File: config.mk
export PLATFORM = sky130hd
export DESIGN_NAME = sync_framed_packet_receiver
export DESIGN_NICKNAME = d
export VERILOG_FILES = /design/src/design/sfpr_pkg.sv /design/src/design/sfpr_cfg_regs.sv /design/src/design/sfpr_parser.sv /design/src/design/sync_framed_packet_receiver.sv
export VERILOG_INCLUDE_DIRS = /design/src /design/src/design
export SDC_FILE = /design/constraint.sdc
export NUM_CORES = 1
export LEC_CHECK = 0
export ABC_AREA = 1
export BUFFER_PORTS_ARGS = -buffer_cell sky130_fd_sc_hd__buf_2
export CORE_ASPECT_RATIO = 1.75
export CORE_MARGIN = 2
export CORE_UTILIZATION = 60
export CTS_BUF_LIST = sky130_fd_sc_hd__clkbuf_8
export CTS_CLUSTER_SIZE = 14
export DETAILED_ROUTE_END_ITERATION = 12
export PLACE_DENSITY = 0.83
export SYNTH_ARGS = -nofsm -noshare
export SYNTH_HDL_FRONTEND = slang
export SYNTH_SLANG_ARGS = --single-unit
File: constraint.sdc
create_clock -name i_clk -period 6.9 [get_ports i_clk]
set_clock_uncertainty 0.15 [all_clocks]
set_input_delay 0.69 -clock i_clk [delete_from_list [all_inputs] [get_ports i_clk]]
set_output_delay 0.69 -clock i_clk [all_outputs]
set_load 0.02 [all_outputs]
File: src/design/assert_macros.svh
// Assertion macros shared by the frame receiver modules.
// Include this file inside a module body; it has no other dependencies.
`ifndef ASSERT_MACROS_SVH
`define ASSERT_MACROS_SVH

// Checked at every rising edge, skipped while reset is asserted.
`define SFPR_ASSERT(label, clk, rst_n, prop, msg) \
    label: assert property (@(posedge clk) disable iff (!rst_n) prop) else $error(msg);

// Checked at every rising edge, reset included.
`define SFPR_ASSERT_ALWAYS(label, clk, prop, msg) \
    label: assert property (@(posedge clk) prop) else $error(msg);

`endif

File: src/design/sfpr_pkg.sv
// Shared types and constants for the sync framed packet receiver.
// No dependencies; imported by every module of the block.
package sfpr_pkg;

    localparam logic [7:0] SYNC0 = 8'h74;  // 't'
    localparam logic [7:0] SYNC1 = 8'h32;  // '2'
    localparam logic [7:0] SYNC2 = 8'h63;  // 'c'
    localparam logic [15:0] SYNC_SUM = 16'({8'h00, SYNC0} + {8'h00, SYNC1} + {8'h00, SYNC2});

    // Configuration register indexes.
    localparam logic [1:0] CFG_KEY_COMMAND      = 2'd0;
    localparam logic [1:0] CFG_CAPTURE_COMMAND  = 2'd1;
    localparam logic [1:0] CFG_CAPTURE_CAPACITY = 2'd2;

    typedef enum logic [2:0] {
        EV_CAPTURE_BYTE = 3'd0,
        EV_KEY_OK       = 3'd1,
        EV_CAPTURE_OK   = 3'd2,
        EV_OTHER_OK     = 3'd3,
        EV_CSUM_ERROR   = 3'd4
    } t_event;

    typedef struct packed {
        logic [7:0]  key_command;
        logic [7:0]  capture_command;
        logic [15:0] capture_capacity;
    } t_cfg;

    typedef struct packed {
        t_event      event_res;
        logic [7:0]  payload_byte;
        logic [15:0] byte_index;
        logic        within_capacity;
        logic [7:0]  key_value;
        logic [7:0]  frame_command;
        logic [15:0] payload_total;
    } t_result;

endpackage

File: src/design/sfpr_cfg_regs.sv
// Configuration registers of the frame receiver: key and capture command
// codes and the capture capacity. Depends on sfpr_pkg.
module sfpr_cfg_regs
    import sfpr_pkg::*;
(
    input  logic        i_clk,
    input  logic        i_rst_n,
    input  logic        i_cfg_we,
    input  logic [1:0]  i_cfg_index,
    input  logic [15:0] i_cfg_data,
    output t_cfg        o_cfg
);

    t_cfg r_cfg;

    always_ff @(posedge i_clk) begin
        if (!i_rst_n) begin
            r_cfg <= '0;
        end else if (i_cfg_we) begin
            case (i_cfg_index)
                CFG_KEY_COMMAND: begin
                    r_cfg.key_command <= i_cfg_data[7:0];
                end
                CFG_CAPTURE_COMMAND: begin
                    r_cfg.capture_command <= i_cfg_data[7:0];
                end
                CFG_CAPTURE_CAPACITY: begin
                    r_cfg.capture_capacity <= i_cfg_data;
                end
                default: begin
                    // Writes to an unused index are dropped.
                end
            endcase
        end
    end

    assign o_cfg = r_cfg;

endmodule

File: src/design/sfpr_parser.sv
// Frame parser: sync hunt, header, payload and checksum phases, one byte
// per enabled cycle, producing at most one result. Depends on sfpr_pkg.
module sfpr_parser
    import sfpr_pkg::*;
(
    input  logic       i_clk,
    input  logic       i_rst_n,
    input  logic       i_en,
    input  logic [7:0] i_byte,
    input  t_cfg       i_cfg,
    output logic       o_res_valid,
    output t_result    o_res
);

    `include "assert_macros.svh"

    typedef enum logic [1:0] {
        PH_HUNT = 2'd0,
        PH_HEAD = 2'd1,
        PH_DATA = 2'd2,
        PH_CSUM = 2'd3
    } t_phase;

    t_phase      r_phase,          n_phase;
    logic [1:0]  r_sync_matched,   n_sync_matched;
    logic [1:0]  r_header_count,   n_header_count;
    logic [7:0]  r_command,        n_command;
    logic [7:0]  r_length_low,     n_length_low;
    logic [15:0] r_bytes_left,     n_bytes_left;
    logic [15:0] r_running_sum,    n_running_sum;
    logic [7:0]  r_checksum_low,   n_checksum_low;
    logic        r_checksum_half,  n_checksum_half;
    logic [7:0]  r_first_key_byte, n_first_key_byte;
    logic        r_key_seen,       n_key_seen;
    logic [15:0] r_capture_count,  n_capture_count;

    logic [15:0] sum_plus_byte;
    logic [15:0] received_sum;
    logic [15:0] new_length;
    logic        is_key;
    logic        is_capture;
    logic [1:0]  restart_sync;

    assign sum_plus_byte = r_running_sum + {8'h00, i_byte};
    assign received_sum  = {i_byte, r_checksum_low};
    assign new_length    = {i_byte, r_length_low};
    assign is_key        = (r_command == i_cfg.key_command);
    assign is_capture    = (r_command == i_cfg.capture_command);
    // A wrong byte that is itself 't' starts a new sync match.
    assign restart_sync  = (i_byte == SYNC0) ? 2'd1 : 2'd0;

    always_comb begin
        n_phase          = r_phase;
        n_sync_matched   = r_sync_matched;
        n_header_count   = r_header_count;
        n_command        = r_command;
        n_length_low     = r_length_low;
        n_bytes_left     = r_bytes_left;
        n_running_sum    = r_running_sum;
        n_checksum_low   = r_checksum_low;
        n_checksum_half  = r_checksum_half;
        n_first_key_byte = r_first_key_byte;
        n_key_seen       = r_key_seen;
        n_capture_count  = r_capture_count;
        o_res_valid      = 1'b0;
        o_res            = '0;

        if (i_en) begin
            case (r_phase)
                PH_HUNT: begin
                    case (r_sync_matched)
                        2'd0: begin
                            n_sync_matched = restart_sync;
                        end
                        2'd1: begin
                            n_sync_matched = (i_byte == SYNC1) ? 2'd2 : restart_sync;
                        end
                        default: begin
                            if (i_byte == SYNC2) begin
                                n_sync_matched = 2'd0;
                                n_running_sum  = SYNC_SUM;
                                n_header_count = 2'd0;
                                n_phase        = PH_HEAD;
                            end else begin
                                n_sync_matched = restart_sync;
                            end
                        end
                    endcase
                end
                PH_HEAD: begin
                    n_running_sum = sum_plus_byte;
                    case (r_header_count)
                        2'd0: begin
                            n_command      = i_byte;
                            n_header_count = 2'd1;
                        end
                        2'd1: begin
                            n_length_low   = i_byte;
                            n_header_count = 2'd2;
                        end
                        default: begin
                            n_bytes_left     = new_length;
                            n_header_count   = 2'd0;
                            n_capture_count  = '0;
                            n_key_seen       = 1'b0;
                            n_first_key_byte = '0;
                            if (new_length == '0) begin
                                n_phase         = PH_CSUM;
                                n_checksum_half = 1'b0;
                                n_checksum_low  = '0;
                            end else begin
                                n_phase = PH_DATA;
                            end
                        end
                    endcase
                end
                PH_DATA: begin
                    n_running_sum = sum_plus_byte;
                    // The key code wins when both codes are equal.
                    if (is_key) begin
                        if (!r_key_seen) begin
                            n_first_key_byte = i_byte;
                            n_key_seen       = 1'b1;
                        end
                    end else if (is_capture) begin
                        o_res_valid           = 1'b1;
                        o_res.event_res       = EV_CAPTURE_BYTE;
                        o_res.payload_byte    = i_byte;
                        o_res.byte_index      = r_capture_count;
                        o_res.within_capacity = (r_capture_count < i_cfg.capture_capacity);
                        n_capture_count       = r_capture_count + 16'd1;
                    end
                    n_bytes_left = r_bytes_left - 16'd1;
                    if (r_bytes_left == 16'd1) begin
                        n_phase         = PH_CSUM;
                        n_checksum_half = 1'b0;
                        n_checksum_low  = '0;
                    end
                end
                default: begin
                    if (!r_checksum_half) begin
                        n_checksum_low  = i_byte;
                        n_checksum_half = 1'b1;
                    end else begin
                        o_res_valid         = 1'b1;
                        o_res.frame_command = r_command;
                        o_res.payload_total = r_capture_count;
                        if (received_sum != r_running_sum) begin
                            o_res.event_res = EV_CSUM_ERROR;
                        end else if (is_key) begin
                            o_res.event_res = EV_KEY_OK;
                            o_res.key_value = r_key_seen ? r_first_key_byte : 8'h00;
                        end else if (is_capture) begin
                            o_res.event_res = EV_CAPTURE_OK;
                        end else begin
                            o_res.event_res = EV_OTHER_OK;
                        end
                        n_phase         = PH_HUNT;
                        n_sync_matched  = 2'd0;
                        n_checksum_half = 1'b0;
                    end
                end
            endcase
        end
    end

    always_ff @(posedge i_clk) begin
        if (!i_rst_n) begin
            r_phase          <= PH_HUNT;
            r_sync_matched   <= '0;
            r_header_count   <= '0;
            r_command        <= '0;
            r_length_low     <= '0;
            r_bytes_left     <= '0;
            r_running_sum    <= '0;
            r_checksum_low   <= '0;
            r_checksum_half  <= 1'b0;
            r_first_key_byte <= '0;
            r_key_seen       <= 1'b0;
            r_capture_count  <= '0;
        end else begin
            r_phase          <= n_phase;
            r_sync_matched   <= n_sync_matched;
            r_header_count   <= n_header_count;
            r_command        <= n_command;
            r_length_low     <= n_length_low;
            r_bytes_left     <= n_bytes_left;
            r_running_sum    <= n_running_sum;
            r_checksum_low   <= n_checksum_low;
            r_checksum_half  <= n_checksum_half;
            r_first_key_byte <= n_first_key_byte;
            r_key_seen       <= n_key_seen;
            r_capture_count  <= n_capture_count;
        end
    end

    `SFPR_ASSERT(a_no_result_while_hunting, i_clk, i_rst_n,
        (r_phase == PH_HUNT) |-> !o_res_valid,
        "result produced during sync hunt")
    `SFPR_ASSERT(a_half_only_in_csum, i_clk, i_rst_n,
        r_checksum_half |-> (r_phase == PH_CSUM),
        "checksum half flag outside checksum phase")
    `SFPR_ASSERT(a_payload_never_empty, i_clk, i_rst_n,
        (r_phase == PH_DATA) |-> (r_bytes_left != '0),
        "payload phase with no bytes left")

endmodule

File: src/design/sync_framed_packet_receiver.sv
// Top level of the sync framed packet receiver: input register, parser,
// configuration registers and result register. Depends on sfpr_pkg.
//
//  Channel   Dir  Ports           Contents
//  s_axis    in   tdata[7:0]      rx_byte
//  m_axis    out  tuser[2:0]      event_res
//                 tdata[63:0]     payload_byte .. payload_total
//  cfg       in   i_cfg_*         key_command, capture_command, capture_capacity
//
// A request accepted into the input register is parsed once the output register is
// free, and its result, if any, is registered in the output register; one byte is
// taken every cycle while m_axis_tready does not stall the output.
// Reset is synchronous; it returns the parser to sync hunt and clears the configuration
// registers and both valid flags.
// While a result waits in the output register, the next byte is held in the input
// register and s_axis_tready stays low until m_axis_tready frees the output.
module sync_framed_packet_receiver
    import sfpr_pkg::*;
(
    input  logic        i_clk,
    input  logic        i_rst_n,
    input  logic        s_axis_tvalid,
    output logic        s_axis_tready,
    input  logic [7:0]  s_axis_tdata,   // [7:0] rx_byte
    output logic        m_axis_tvalid,
    input  logic        m_axis_tready,
    // [7:0] payload_byte, [23:8] byte_index, [24] within_capacity,
    // [32:25] key_value, [40:33] frame_command, [56:41] payload_total, rest zero
    output logic [63:0] m_axis_tdata,
    output logic [2:0]  m_axis_tuser,   // [2:0] event_res
    input  logic        i_cfg_we,
    input  logic [1:0]  i_cfg_index,
    input  logic [15:0] i_cfg_data
);

    `include "assert_macros.svh"

    t_cfg       cfg;
    logic       r_in_valid;
    logic [7:0] r_in_byte;
    logic       r_out_valid;
    t_result    r_out_res;
    logic       res_valid;
    t_result    res;
    logic       out_free;
    logic       advance;

    sfpr_cfg_regs u_cfg_regs (
        .i_clk       (i_clk),
        .i_rst_n     (i_rst_n),
        .i_cfg_we    (i_cfg_we),
        .i_cfg_index (i_cfg_index),
        .i_cfg_data  (i_cfg_data),
        .o_cfg       (cfg)
    );

    // A held byte only moves on when the result register can take a result.
    assign out_free      = !r_out_valid || m_axis_tready;
    assign advance       = r_in_valid && out_free;
    assign s_axis_tready = !r_in_valid || advance;

    sfpr_parser u_parser (
        .i_clk       (i_clk),
        .i_rst_n     (i_rst_n),
        .i_en        (advance),
        .i_byte      (r_in_byte),
        .i_cfg       (cfg),
        .o_res_valid (res_valid),
        .o_res       (res)
    );

    always_ff @(posedge i_clk) begin
        if (!i_rst_n) begin
            r_in_valid  <= 1'b0;
            r_out_valid <= 1'b0;
        end else begin
            if (s_axis_tready) begin
                r_in_valid <= s_axis_tvalid;
            end
            if (advance) begin
                r_out_valid <= res_valid;
            end else if (m_axis_tready) begin
                r_out_valid <= 1'b0;
            end
        end
    end

    always_ff @(posedge i_clk) begin
        if (s_axis_tready && s_axis_tvalid) begin
            r_in_byte <= s_axis_tdata;
        end
        if (advance && res_valid) begin
            r_out_res <= res;
        end
    end

    assign m_axis_tvalid = r_out_valid;
    assign m_axis_tuser  = r_out_res.event_res;
    assign m_axis_tdata  = {7'b0, r_out_res.payload_total, r_out_res.frame_command,
                            r_out_res.key_value, r_out_res.within_capacity,
                            r_out_res.byte_index, r_out_res.payload_byte};

    `SFPR_ASSERT(a_no_overwrite, i_clk, i_rst_n,
        (r_out_valid && !m_axis_tready) |-> !advance,
        "pending result would be overwritten")
    `SFPR_ASSERT(a_stall_blocks_input, i_clk, i_rst_n,
        (r_in_valid && !out_free) |-> !s_axis_tready,
        "input taken while held byte is stalled")
    `SFPR_ASSERT(a_end_fields_clear, i_clk, i_rst_n,
        (m_axis_tvalid && (m_axis_tuser != EV_CAPTURE_BYTE)) |-> (m_axis_tdata[24:0] == '0),
        "frame end result carries capture fields")

endmodule

After elaboration in Yosys (flattened, before gate mapping)
Cells that the tools add are included.
{"block": "totals", "in_bits": 31, "word_cells": 156, "ff_bits": 190}
{"block": "op_classes", "muxes": 56, "eq_ne": 23, "add_sub_neg": 3, "magnitude_cmp": 1, "n_reduce_logical": 40, "n_bitwise": 8}
{"op": "16-bit two-way mux", "count": 6}
{"op": "16-bit one-hot mux with 2 select lines", "count": 3}
{"op": "8-bit two-way mux", "count": 7}
{"op": "28-bit two-way mux", "count": 1}
{"op": "25-bit two-way mux", "count": 1}
{"op": "8-bit one-hot mux with 3 select lines", "count": 1}
{"op": "2-bit two-way mux", "count": 10}
{"op": "16-bit by 1-bit adder with 16-bit output, second input constant", "count": 1}
{"op": "16-bit by 8-bit adder with 16-bit output", "count": 1}
{"op": "16-bit by 1-bit == test with 1-bit output, second input constant", "count": 1}
{"op": "8-bit by 7-bit == test with 1-bit output, second input constant", "count": 2}
{"op": "8-bit == test", "count": 2}
{"op": "16-bit zero test", "count": 1}
{"op": "16-bit less-than comparator", "count": 1}
{"op": "16-bit != test", "count": 1}
{"op": "2-bit one-hot mux with 2 select lines", "count": 4}
{"op": "8-bit one-hot mux with 2 select lines", "count": 1}
{"op": "16-bit by 1-bit subtractor with 16-bit output, second input constant", "count": 1}
{"op": "1-bit two-way mux", "count": 15}
{"op": "5-bit AND reduction", "count": 3}
{"op": "3-bit AND reduction", "count": 4}
{"op": "4-bit AND reduction", "count": 3}
{"op": "6-bit AND reduction", "count": 2}
{"op": "2-bit by 1-bit != test with 1-bit output, second input constant", "count": 5}
{"op": "22 further kinds", "count": 54}

Depth between registers and ports, before layout
Gate-level depths: netlist (run 1).
{"block": "logic_depth", "word_depth": 6, "ltp_mapped": 13, "mapped_depth_nobuf": 12}

Hierarchy
From an unflattened synthesis (run 1), not the netlist that was laid out.
{"block": "hier_totals", "hier_cells": 1320, "hier_area_um2": 9845.7}
{"module": "sfpr_parser", "area_each_um2": 6242.2, "cells_each": 1020, "instances": 1}
{"module": "sync_framed_packet_receiver", "area_each_um2": 2205.9, "cells_each": 93, "instances": 1}
{"module": "sfpr_cfg_regs", "area_each_um2": 1397.6, "cells_each": 207, "instances": 1}

Worst setup path after synthesis (run 1)
OpenSTA, ideal clock, no wires.
{"block": "synth_timing", "path_type": "input-to-reg", "start": "input port m_axis_tready", "end": "register r_out_res, in the netlist m_axis_tdata[0] (enable)", "required_ns": 6.336, "path_buffers": 0, "stages": 6, "path_slack_ns": 4.032, "setup_time_ns": 0.414, "arrival_ns": 2.304, "cell_sequence": "inv_1 -> nand2_1 -> nand2_2 -> a21oi_1 -> nand2_1 -> inv_1"}
{"block": "synth_between", "elab_chain_cells": 4}
{"element": "start: declaration", "line": "sync_framed_packet_receiver.sv:26", "source": "input logic m_axis_tready,"}
{"element": "1-bit logical OR *", "line": "sync_framed_packet_receiver.sv:58", "source": "assign out_free = !r_out_valid || m_axis_tready;"}
{"element": "1-bit logical AND *", "line": "sync_framed_packet_receiver.sv:59", "source": "assign advance = r_in_valid && out_free;"}
{"element": "1-bit two-way mux", "line": "sfpr_parser.sv:68", "source": "if (i_en) begin"}
{"element": "1-bit logical AND *", "line": "sync_framed_packet_receiver.sv:92", "source": "if (advance && res_valid) begin"}
{"element": "end signal: assignment", "line": "sync_framed_packet_receiver.sv:93", "source": "r_out_res <= res;"}
{"element": "end: declaration", "line": "sync_framed_packet_receiver.sv:42", "source": "t_result r_out_res;"}
Mark *: on every way between the ends. The rest lies on a longest branch, timed or not.
A chain may end at the register's enable or synchronous reset.

Final worst setup path (run 1)
{"block": "layout_timing", "start": "register u_parser.r_phase[0]", "end": "register u_parser.r_capture_count[2]"}
{"block": "layout_between", "elab_chain_cells": 3, "word_cells_on_any_way": 8}
{"element": "start: declaration", "line": "sfpr_parser.sv:24", "source": "t_phase r_phase, n_phase;"}
{"element": "start signal: assignment", "line": "sfpr_parser.sv:182", "source": "r_phase <= n_phase;"}
{"element": "2-bit == test / 2-bit by 1-bit == test with 1-bit output (equally long branches)", "line": "sfpr_parser.sv:69", "source": "case (r_phase)"}
{"element": "2-bit != test (no source line), or another cell as far along"}
{"element": "5-bit AND reduction (no source line)"}
{"element": "end signal: assignment", "line": "sfpr_parser.sv:193", "source": "r_capture_count <= n_capture_count;"}
{"element": "end: declaration", "line": "sfpr_parser.sv:35", "source": "logic [15:0] r_capture_count, n_capture_count;"}
Several ways; a longest one is shown, not always the timed one.

==> results by group, run 1 <==
Power and ir drop
  – VDD IR max: between 0.1 and 0.15 mV
  – P_int: around 1.6 mW
  – Clock share of power: 0.379
  – Switch Pwr: roughly 0.5 mW
  – Total power: ~2.1 mW
  – Switching share of power: 0.244
  – Flop pwr share: 0.570
  – Combinational Power Share: 0.051
  – Cell area power density: between 150 and 200 nW/um^2
  – Lkg Pwr: 4.37 nW

Status
  – Status: completed

Worst setup path
  – Worst Reg-to-Reg Cells: 8
  – R2r endpoint: u_parser.r_capture_count[2]
  – CP startpoint: u_parser.r_phase[0]
  – Worst Path Required: 7.15 ns
  – Critical Path AT: around 3.5 ns
  – Worst r2r src: u_parser.r_phase[0]
  – Startpoint types: flip-flop
  – Reg2Reg Setup Slack: approximately 3.7 ns
  – Crit path max fanout: 29
  – Critical Setup Path Class: reg -> reg
  – Kind of end point of the critical path: flip-flop

Finish
  – Fin area: between 10000 and 15000 um^2
  – Area growth syn-to-layout: 9.27%
  – Share of cells above drive strength 1: 0.128
  – Nets: roughly 1400
  – Fillers: 1347
  – Antenna cells: 0

Detailed routing
  – Remaining antenna violation count after routing: 0
  – Final WL: between 20000 and 25000 um
  – Drt drc: 0
  – Wire per inst: around 16 um
  – Post-DR vias/cell: ~5.7
  – Via count: about 8500
  – DRT iter0 DRCs: 529
  – Drt first pass iters: 7

Clock tree
  – Clock root buffer: clkbuf_8
  – Cts hold-fix bufs: 0
  – CTS tree: yes
  – Post-CTS Setup Inserts: 0
  – Worst-Skew Late Latency: 0.49 ns
  – CTS buffer count: 17
  – Clock buffer depth: 2
  – H-tree depth: 4
  – # resized after CTS: 0
  – TritonCTS Sinks: 190
  – Clock slew at reported path FFs: roughly 0.11 ns

Synth
  – Post-synth top flop: dfxtp_1
  – Synth Cell Area: 9540 um^2
  – Cell variety after synth: about 40
  – Post-Syn Area per Cell: just under 8 um^2
  – Share of async-settable or async-resettable flops after synthesis: 0
  – Mapped Cells: about 1200
  – Register bit count reported by yosys: 190
  – EDFF count, synth: 68
  – Register area share after synthesis: 0.470
  – Ys Warns: 0

Place
  – PortBufs: 92
  – GPL Wtd Cong: between 0.9 and 1
  – Area after DPL: between 10000 and 15000 um^2
  – DP HPWL: 17300 um

GRT
  – Total track usage: 0.287
  – Vias in the first global route: a little over 8000
  – Initial antenna violation count: 0
  – Gr ovfl total: 0
  – Pin count of the biggest net entering global routing: between 60 and 70
  – First-pass GRT wire length: about 38000 um

Flow run
  – Max_cap viols: 0

Floorplan
  – Chip width: around 99 um
  – Core Region: about 16000 um^2
  – Initial core utilization: 0.607
  – Site Rows: between 60 and 70
  – I/O pins: 100
  – Die Footprint: about 17000 um^2
  – Die height: around 170 um

Worst hold path
  – Hold Crit Endpoint: r_in_byte[0]
  – Worst Hold Depth: 1
  – Hold Crit Class: in -> reg
  – Hold path startpoint: s_axis_tdata[0]

Timing
  – RSZ-0062 raised after global routing: false
  – Final hold violations: 0
  – Max Clock Freq: between 0.3 and 0.4 GHz
  – Worst slew pin tran: 1.01 ns
  – Rel. slew slack: 0.328
  – Final worst path period share: 0.469
  – Fin crit period: approximately 3.2 ns
  – Setup_tns: 0 ns
  – Hold Worst Slack: approximately 0.21 ns
  – Final Setup Violations: 0
  – Max-slew violation count: 0
-- kinds of logic (layout without fill, tap and decap cells) --
logic type | count (synthesis) | after routing | share of synthesized area
XOR/XNOR | 29 | 29 | 0.0266
AND/OR/NAND/NOR | 562 | 562 | 0.254
other | 1 | 7 | 0.000393
flip-flops | 190 | 190 | 0.470
AO/OA/AOI/OAI | 223 | 223 | 0.121
adder cells (fa/ha/maj) | 31 | 31 | 0.0415
buffers and inverters | 197 | 272 | 0.0859
-- area by class of cell --
type                    count  area, um^2  area share
flip-flops and latches    190        4480       0.430
multi-input cells         852        4260       0.408
inverters                 146         549      0.0527
repair buffers             95         483      0.0463
well taps                 189         236      0.0227
clock buffers              17         234      0.0224
clock inverters            14         179      0.0172
-- stage by stage --
step / worst slack (ns) / instances / utilization
4_1_cts: 3.67 / 1503 / 0.663
2_1_floorplan: 4.03 / 1239 / -
3_3_place_gp: 3.87 / 1472 / 0.637
3_5_place_dp: 3.75 / 1472 / 0.637
5_1_grt: 3.39 / 1503 / 0.663
6_report: 3.67 / 1503 / 0.663
-- sequential cells by signal, summed over array words and instances (netlist names) --
| signal | cells |
|---|---|
| u_parser.r_header_count | 2 |
| u_parser.r_capture_count | 16 |
| u_parser.r_bytes_left | 16 |
| u_parser.r_sync_matched | 2 |
| u_parser.r_checksum_half | 1 |
| m_axis_tuser | 3 |
| r_in_byte | 8 |
| u_parser.r_command | 8 |
| u_parser.r_phase | 2 |
| u_parser.r_running_sum | 16 |
| u_parser.r_key_seen | 1 |
| u_cfg_regs.o_cfg | 32 |
| m_axis_tdata | 57 |
| u_parser.r_length_low | 8 |
| m_axis_tvalid | 1 |
| u_parser.r_checksum_low | 8 |
| u_parser.r_first_key_byte | 8 |
| r_in_valid | 1 |
-- cells in the final DEF (no fill, tap or decap), drive strengths merged, types with 3 or more instances in the layout --
| cell type | instances |
|---|---|
| ha | 30 |
| nor2 | 188 |
| clkbuf | 17 |
| inv | 152 |
| dfxtp | 122 |
| bufinv | 3 |
| clkinv | 5 |
| xnor2 | 6 |
| conb | 7 |
| a211oi | 4 |
| xor2 | 23 |
| or2 | 3 |
| a31oi | 4 |
| nand2 | 242 |
| buf | 95 |
| o21ai | 71 |
| nor3 | 28 |
| o22ai | 3 |
| nand3 | 74 |
| nand4 | 25 |
| edfxtp | 68 |
| a21oi | 139 |
-- worst max path at each step --
stage                                        endpoint  slack, ns  depth (start not counted)
after floorplan                       m_axis_tdata[0]       4.03                          6
after detailed placement  u_parser.r_capture_count[2]       3.75                          8
after CTS                 u_parser.r_capture_count[2]       3.67                          8
final                     u_parser.r_capture_count[2]       3.67                          8
after global routing      u_parser.r_capture_count[2]       3.39                          8
after global placement    u_parser.r_capture_count[0]       3.87                          9
-- per-layer routing --
| layer | up-vias | part of all wire | GRT usage |
|---|---|---|---|
| met5 | - | 0 | 0 |
| met4 | 0 | 0.065 | 0.194 |
| met2 | 319 | 0.54 | 0.540 |
| met3 | 102 | 0.050 | 0.0527 |
| met1 | 3959 | 0.35 | 0.278 |
| li1 | 4157 | - | - |
-- power groups by stage --
stage | clock network (mW) | registers (mW) | logic [mW]
floorplan | 0 | 1.20 | 0.0777
global placement | 0 | 1.20 | 0.103
detailed placement | 0 | 1.20 | 0.104
CTS | 0.787 | 1.18 | 0.105
global route | 0.831 | 1.18 | 0.118
finish | 0.781 | 1.18 | 0.106
-- synthesized netlist by cell type (2+ instances only) --
cell type | instances | area share
inv_2 | 9 | 0.0035
a21oi_2 | 4 | 0.0037
nor3_1 | 27 | 0.014
xor2_1 | 23 | 0.021
dfxtp_1 | 122 | 0.26
a211oi_1 | 4 | 0.0031
buf_4 | 11 | 0.0087
edfxtp_1 | 68 | 0.21
nor2_2 | 8 | 0.0052
nand2_2 | 8 | 0.0052
nor2_4 | 4 | 0.0047
buf_2 | 11 | 0.0058
o21ai_0 | 69 | 0.036
o22ai_1 | 3 | 0.0020
clkbuf_1 | 25 | 0.0098
nand3_4 | 2 | 0.0037
a21oi_1 | 135 | 0.071
nand3_1 | 71 | 0.037
a31oi_1 | 4 | 0.0026
nand4_1 | 25 | 0.016
buf_6 | 3 | 0.0035
or2_2 | 2 | 0.0013
o21ai_1 | 2 | 0.0010
nor2_1 | 176 | 0.069
ha_1 | 30 | 0.039
xnor2_1 | 6 | 0.0055
nand2_1 | 233 | 0.092
inv_1 | 135 | 0.053
-- worst max-delay path, stage by stage (launching register included) --
cell and delay (ns):
dfxtp_1 0.38, inv_1 0.09, ha_1 0.51, clkinv_1 0.37
nor2_4 0.52, nand2_2 0.50, nand2_4 0.36, nand2_1 0.09
a21oi_1 0.16
Power figures use the tool's default switching activity.
==> inputs of run 2 (changes only) <==
- ABC_AREA: 1 -> 0
- CORE_UTILIZATION: 60 -> 55
- PLACE_DENSITY: 0.83 -> 0.8
- clock period: 6.9 -> 2.65 ns (I/O delays scaled with it)
==> run 2 against run 1 <==
  * Final cell count shrank 13%
  * Largest cell class unchanged
  * Die area grew 5.7%
  * Critical path depth shrank 2
  * Critical path type unchanged
  * Synthesized cell count decreased by 24%
  * Count of clock-buffer cells in the layout unchanged
==> results by group, run 2 <==
Synth
  – Ys Warns: 0
  – Top cells by area, synth: dfxtp_1, edfxtp_1, mux2i_1, and2_1, ha_1
  – Synth cell count leaders: dfxtp_1, nand2_1, edfxtp_1, and2_1
  – Yosys top cell by area: dfxtp_1
  – Register area share after synthesis: 0.484
  – Most common cell in the netlist: dfxtp_1
  – Post-synth top flop: dfxtp_1
  – Cell variety after synth: 70
  – Mapped Cells: ~940
  – Register bit count reported by yosys: between 150 and 200
  – Share of async-settable or async-resettable flops after synthesis: 0
  – EDFF count, synth: just under 70
  – Synth Cell Area: approximately 9300 um^2
  – Top cell type's share of synthesized area: 0.264
  – Post-Syn Area per Cell: 9.88 um^2

Clock tree
  – CTS buffer count: 17
  – Clock buffer depth: 2
  – TritonCTS Sinks: 190
  – Worst-Skew Late Latency: approximately 0.47 ns
  – CTS tree: yes
  – Clock root buffer: clkbuf_8
  – Clock slew at reported path FFs: approximately 0.1 ns
  – H-tree depth: 4

Worst setup path
  – Worst Path Required: between 2 and 3 ns
  – Worst Reg-to-Reg Cells: 6
  – Startpoint types: flip-flop
  – Worst r2r src: r_in_byte[3]
  – R2r endpoint: u_parser.r_running_sum[15]
  – Crit path max fanout: 10
  – Reg2Reg Setup Slack: between 0.1 and 0.15 ns
  – Kind of end point of the critical path: flip-flop
  – Critical Path AT: around 2.8 ns
  – Critical Setup Path Class: reg -> reg
  – CP startpoint: r_in_byte[3]

Worst hold path
  – Hold Crit Endpoint: u_parser.r_sync_matched[1]
  – Hold path startpoint: i_rst_n
  – Worst Hold Depth: 2
  – Hold Crit Class: in -> reg

Power and ir drop
  – Cell area power density: 489 nW/um^2
  – Flop pwr share: 0.572
  – Lkg Pwr: between 4 and 5 nW
  – Switch Pwr: 1.23 mW
  – Combinational Power Share: 0.060
  – VDD IR max: approximately 0.27 mV
  – P_int: 4.09 mW
  – Clock share of power: 0.368
  – Switching share of power: 0.231

Floorplan
  – Chip width: approximately 100 um
  – Core Region: 16400 um^2
  – Die Footprint: 17900 um^2
  – Initial core utilization: 0.563
  – I/O pins: 100
  – Site Rows: between 60 and 70
  – Die height: around 180 um

Detailed routing
  – Drt first pass iters: 5
  – Final WL: about 22000 um
  – DRT iter0 DRCs: 420
  – Remaining antenna violation count after routing: 0
  – Post-DR vias/cell: around 5.7
  – Wire per inst: 17.1 um
  – Drt drc: 0
  – Via count: 7442

Place
  – PortBufs: 92
  – Placed cell count: roughly 1300
  – DP Worst Slack: between 0.03 and 0.04 ns
  – GPL Wtd Cong: 0.934
  – DP HPWL: 16400 um

GRT
  – Vias in the first global route: 7324
  – First-pass GRT wire length: around 35000 um
  – Gr ovfl total: 0
  – Initial antenna violation count: 0
  – Total track usage: 0.256
  – Pin count of the biggest net entering global routing: 51

Timing
  – Worst slew pin tran: 0.716 ns
  – Fin crit period: 2.54 ns
  – Final worst path period share: 0.960
  – Max Clock Freq: around 0.39 GHz
  – Final hold violations: 0
  – Final Setup Violations: 0
  – Rel. slew slack: 0.522
  – Max-slew violation count: 0
  – RSZ-0062 raised after global routing: true
  – Final setup margin: ~0.11 ns

Finish
  – Fin cells: 1313
  – Number of flip-flops in the largest register: between 50 and 60
  – Nets: approximately 1100
  – Most common library cell in the layout ignoring fill and taps: dfxtp_1
  – Antenna cells: 0
  – Fillers: about 1400
  – Multi-input gate area: about 4400 um^2
  – Share of cells above drive strength 1: 0.180
  – Commonest non-fill, non-tap cells in the layout: dfxtp_1, buf_2, nand2_1
  – FF+latch area: approximately 4500 um^2
  – Area growth syn-to-layout: 17.6%

Status
  – Status: completed

Flow run
  – Max_cap viols: 0
==> run 2: metal layers <==
layer / vias to the layer above / track usage / share of wire
met5: - / 0 / 0
met4: 0 / 0.156 / 0.054
met3: 77 / 0.0493 / 0.042
met2: 258 / 0.477 / 0.55
met1: 3543 / 0.250 / 0.35
li1: 3564 / - / -
==> run 2: cell families (layout without fill, tap and decap cells) <==
group                    count (synthesis)  after routing  synth area share
adder cells (fa/ha/maj)                 31             31            0.0427
AO/OA/AOI/OAI                          171            171             0.128
multiplexers                            47             47            0.0510
AND/OR/NAND/NOR                        360            360             0.211
buffers and inverters                   94            240            0.0418
flip-flops                             190            190             0.484
other                                    1              7          0.000405
XOR/XNOR                                43             43            0.0407
==> run 2: power groups by stage <==
| stage | Sequential [mW] | Combinational [mW] | Clock (mW) |
|---|---|---|---|
| finish | 3.04 | 0.320 | 1.96 |
| global placement | 3.11 | 0.279 | 0 |
| detailed placement | 3.11 | 0.284 | 0 |
| CTS | 3.05 | 0.315 | 1.98 |
| floorplan | 3.10 | 0.201 | 0 |
| global route | 3.05 | 0.347 | 2.08 |
==> run 2: worst max path at each step <==
| stage | end | slack, ns |
|---|---|---|
| 6_report | u_parser.r_running_sum[15] | 0.11 |
| 2_1_floorplan | m_axis_tdata[0] | -0.30 |
| 3_3_place_gp | u_parser.r_running_sum[12] | 0.15 |
| 3_5_place_dp | u_parser.r_running_sum[14] | 0.04 |
| 5_1_grt | u_parser.r_running_sum[14] | -0.009 |
| 4_1_cts | u_parser.r_running_sum[14] | 0.02 |
==> run 2: through the flow <==
| stage | hold WS [ns] | util | setup TNS [ns] | total power, mW | instance area (um^2) |
|---|---|---|---|---|---|
| 2_1_floorplan | 0.214 | - | -17.75 | 3.30 | 9320 |
| 3_3_place_gp | 0.292 | 0.619 | 0 | 3.39 | 10200 |
| 3_5_place_dp | 0.294 | 0.619 | 0 | 3.40 | 10200 |
| 4_1_cts | 0.129 | 0.660 | 0 | 5.34 | 10800 |
| 5_1_grt | 0.150 | 0.662 | -0.00903 | 5.47 | 10900 |
| 6_report | 0.148 | 0.662 | 0 | 5.32 | 10900 |
==> run 2: cell type report <==
class | instances | area share
timing repair buffer | 169 | 0.105
multi-input combinational | 659 | 0.406
tap | 224 | 0.0257
clock buffer | 17 | 0.0215
sequential | 190 | 0.413
clock inverter | 15 | 0.0156
inverter | 39 | 0.0134
==> run 2: critical path, cell delays in order, from the launching register on <==
cell,delay (ns)
edfxtp_1,0.57
or4b_4,0.58
o32ai_4,0.29
nand3_4,0.17
nor3_1,0.34
a21oi_1,0.13
o21ba_2,0.21
==> run 2: repair_timing <==
item | in CTS | in global routing
hold buffers | 26 | 0
endpoints found under the hold margin | 40 | 0
setup endpoints to repair | 0 | 27
setup buffers | 0 | 3
gates resized for setup | 0 | 3
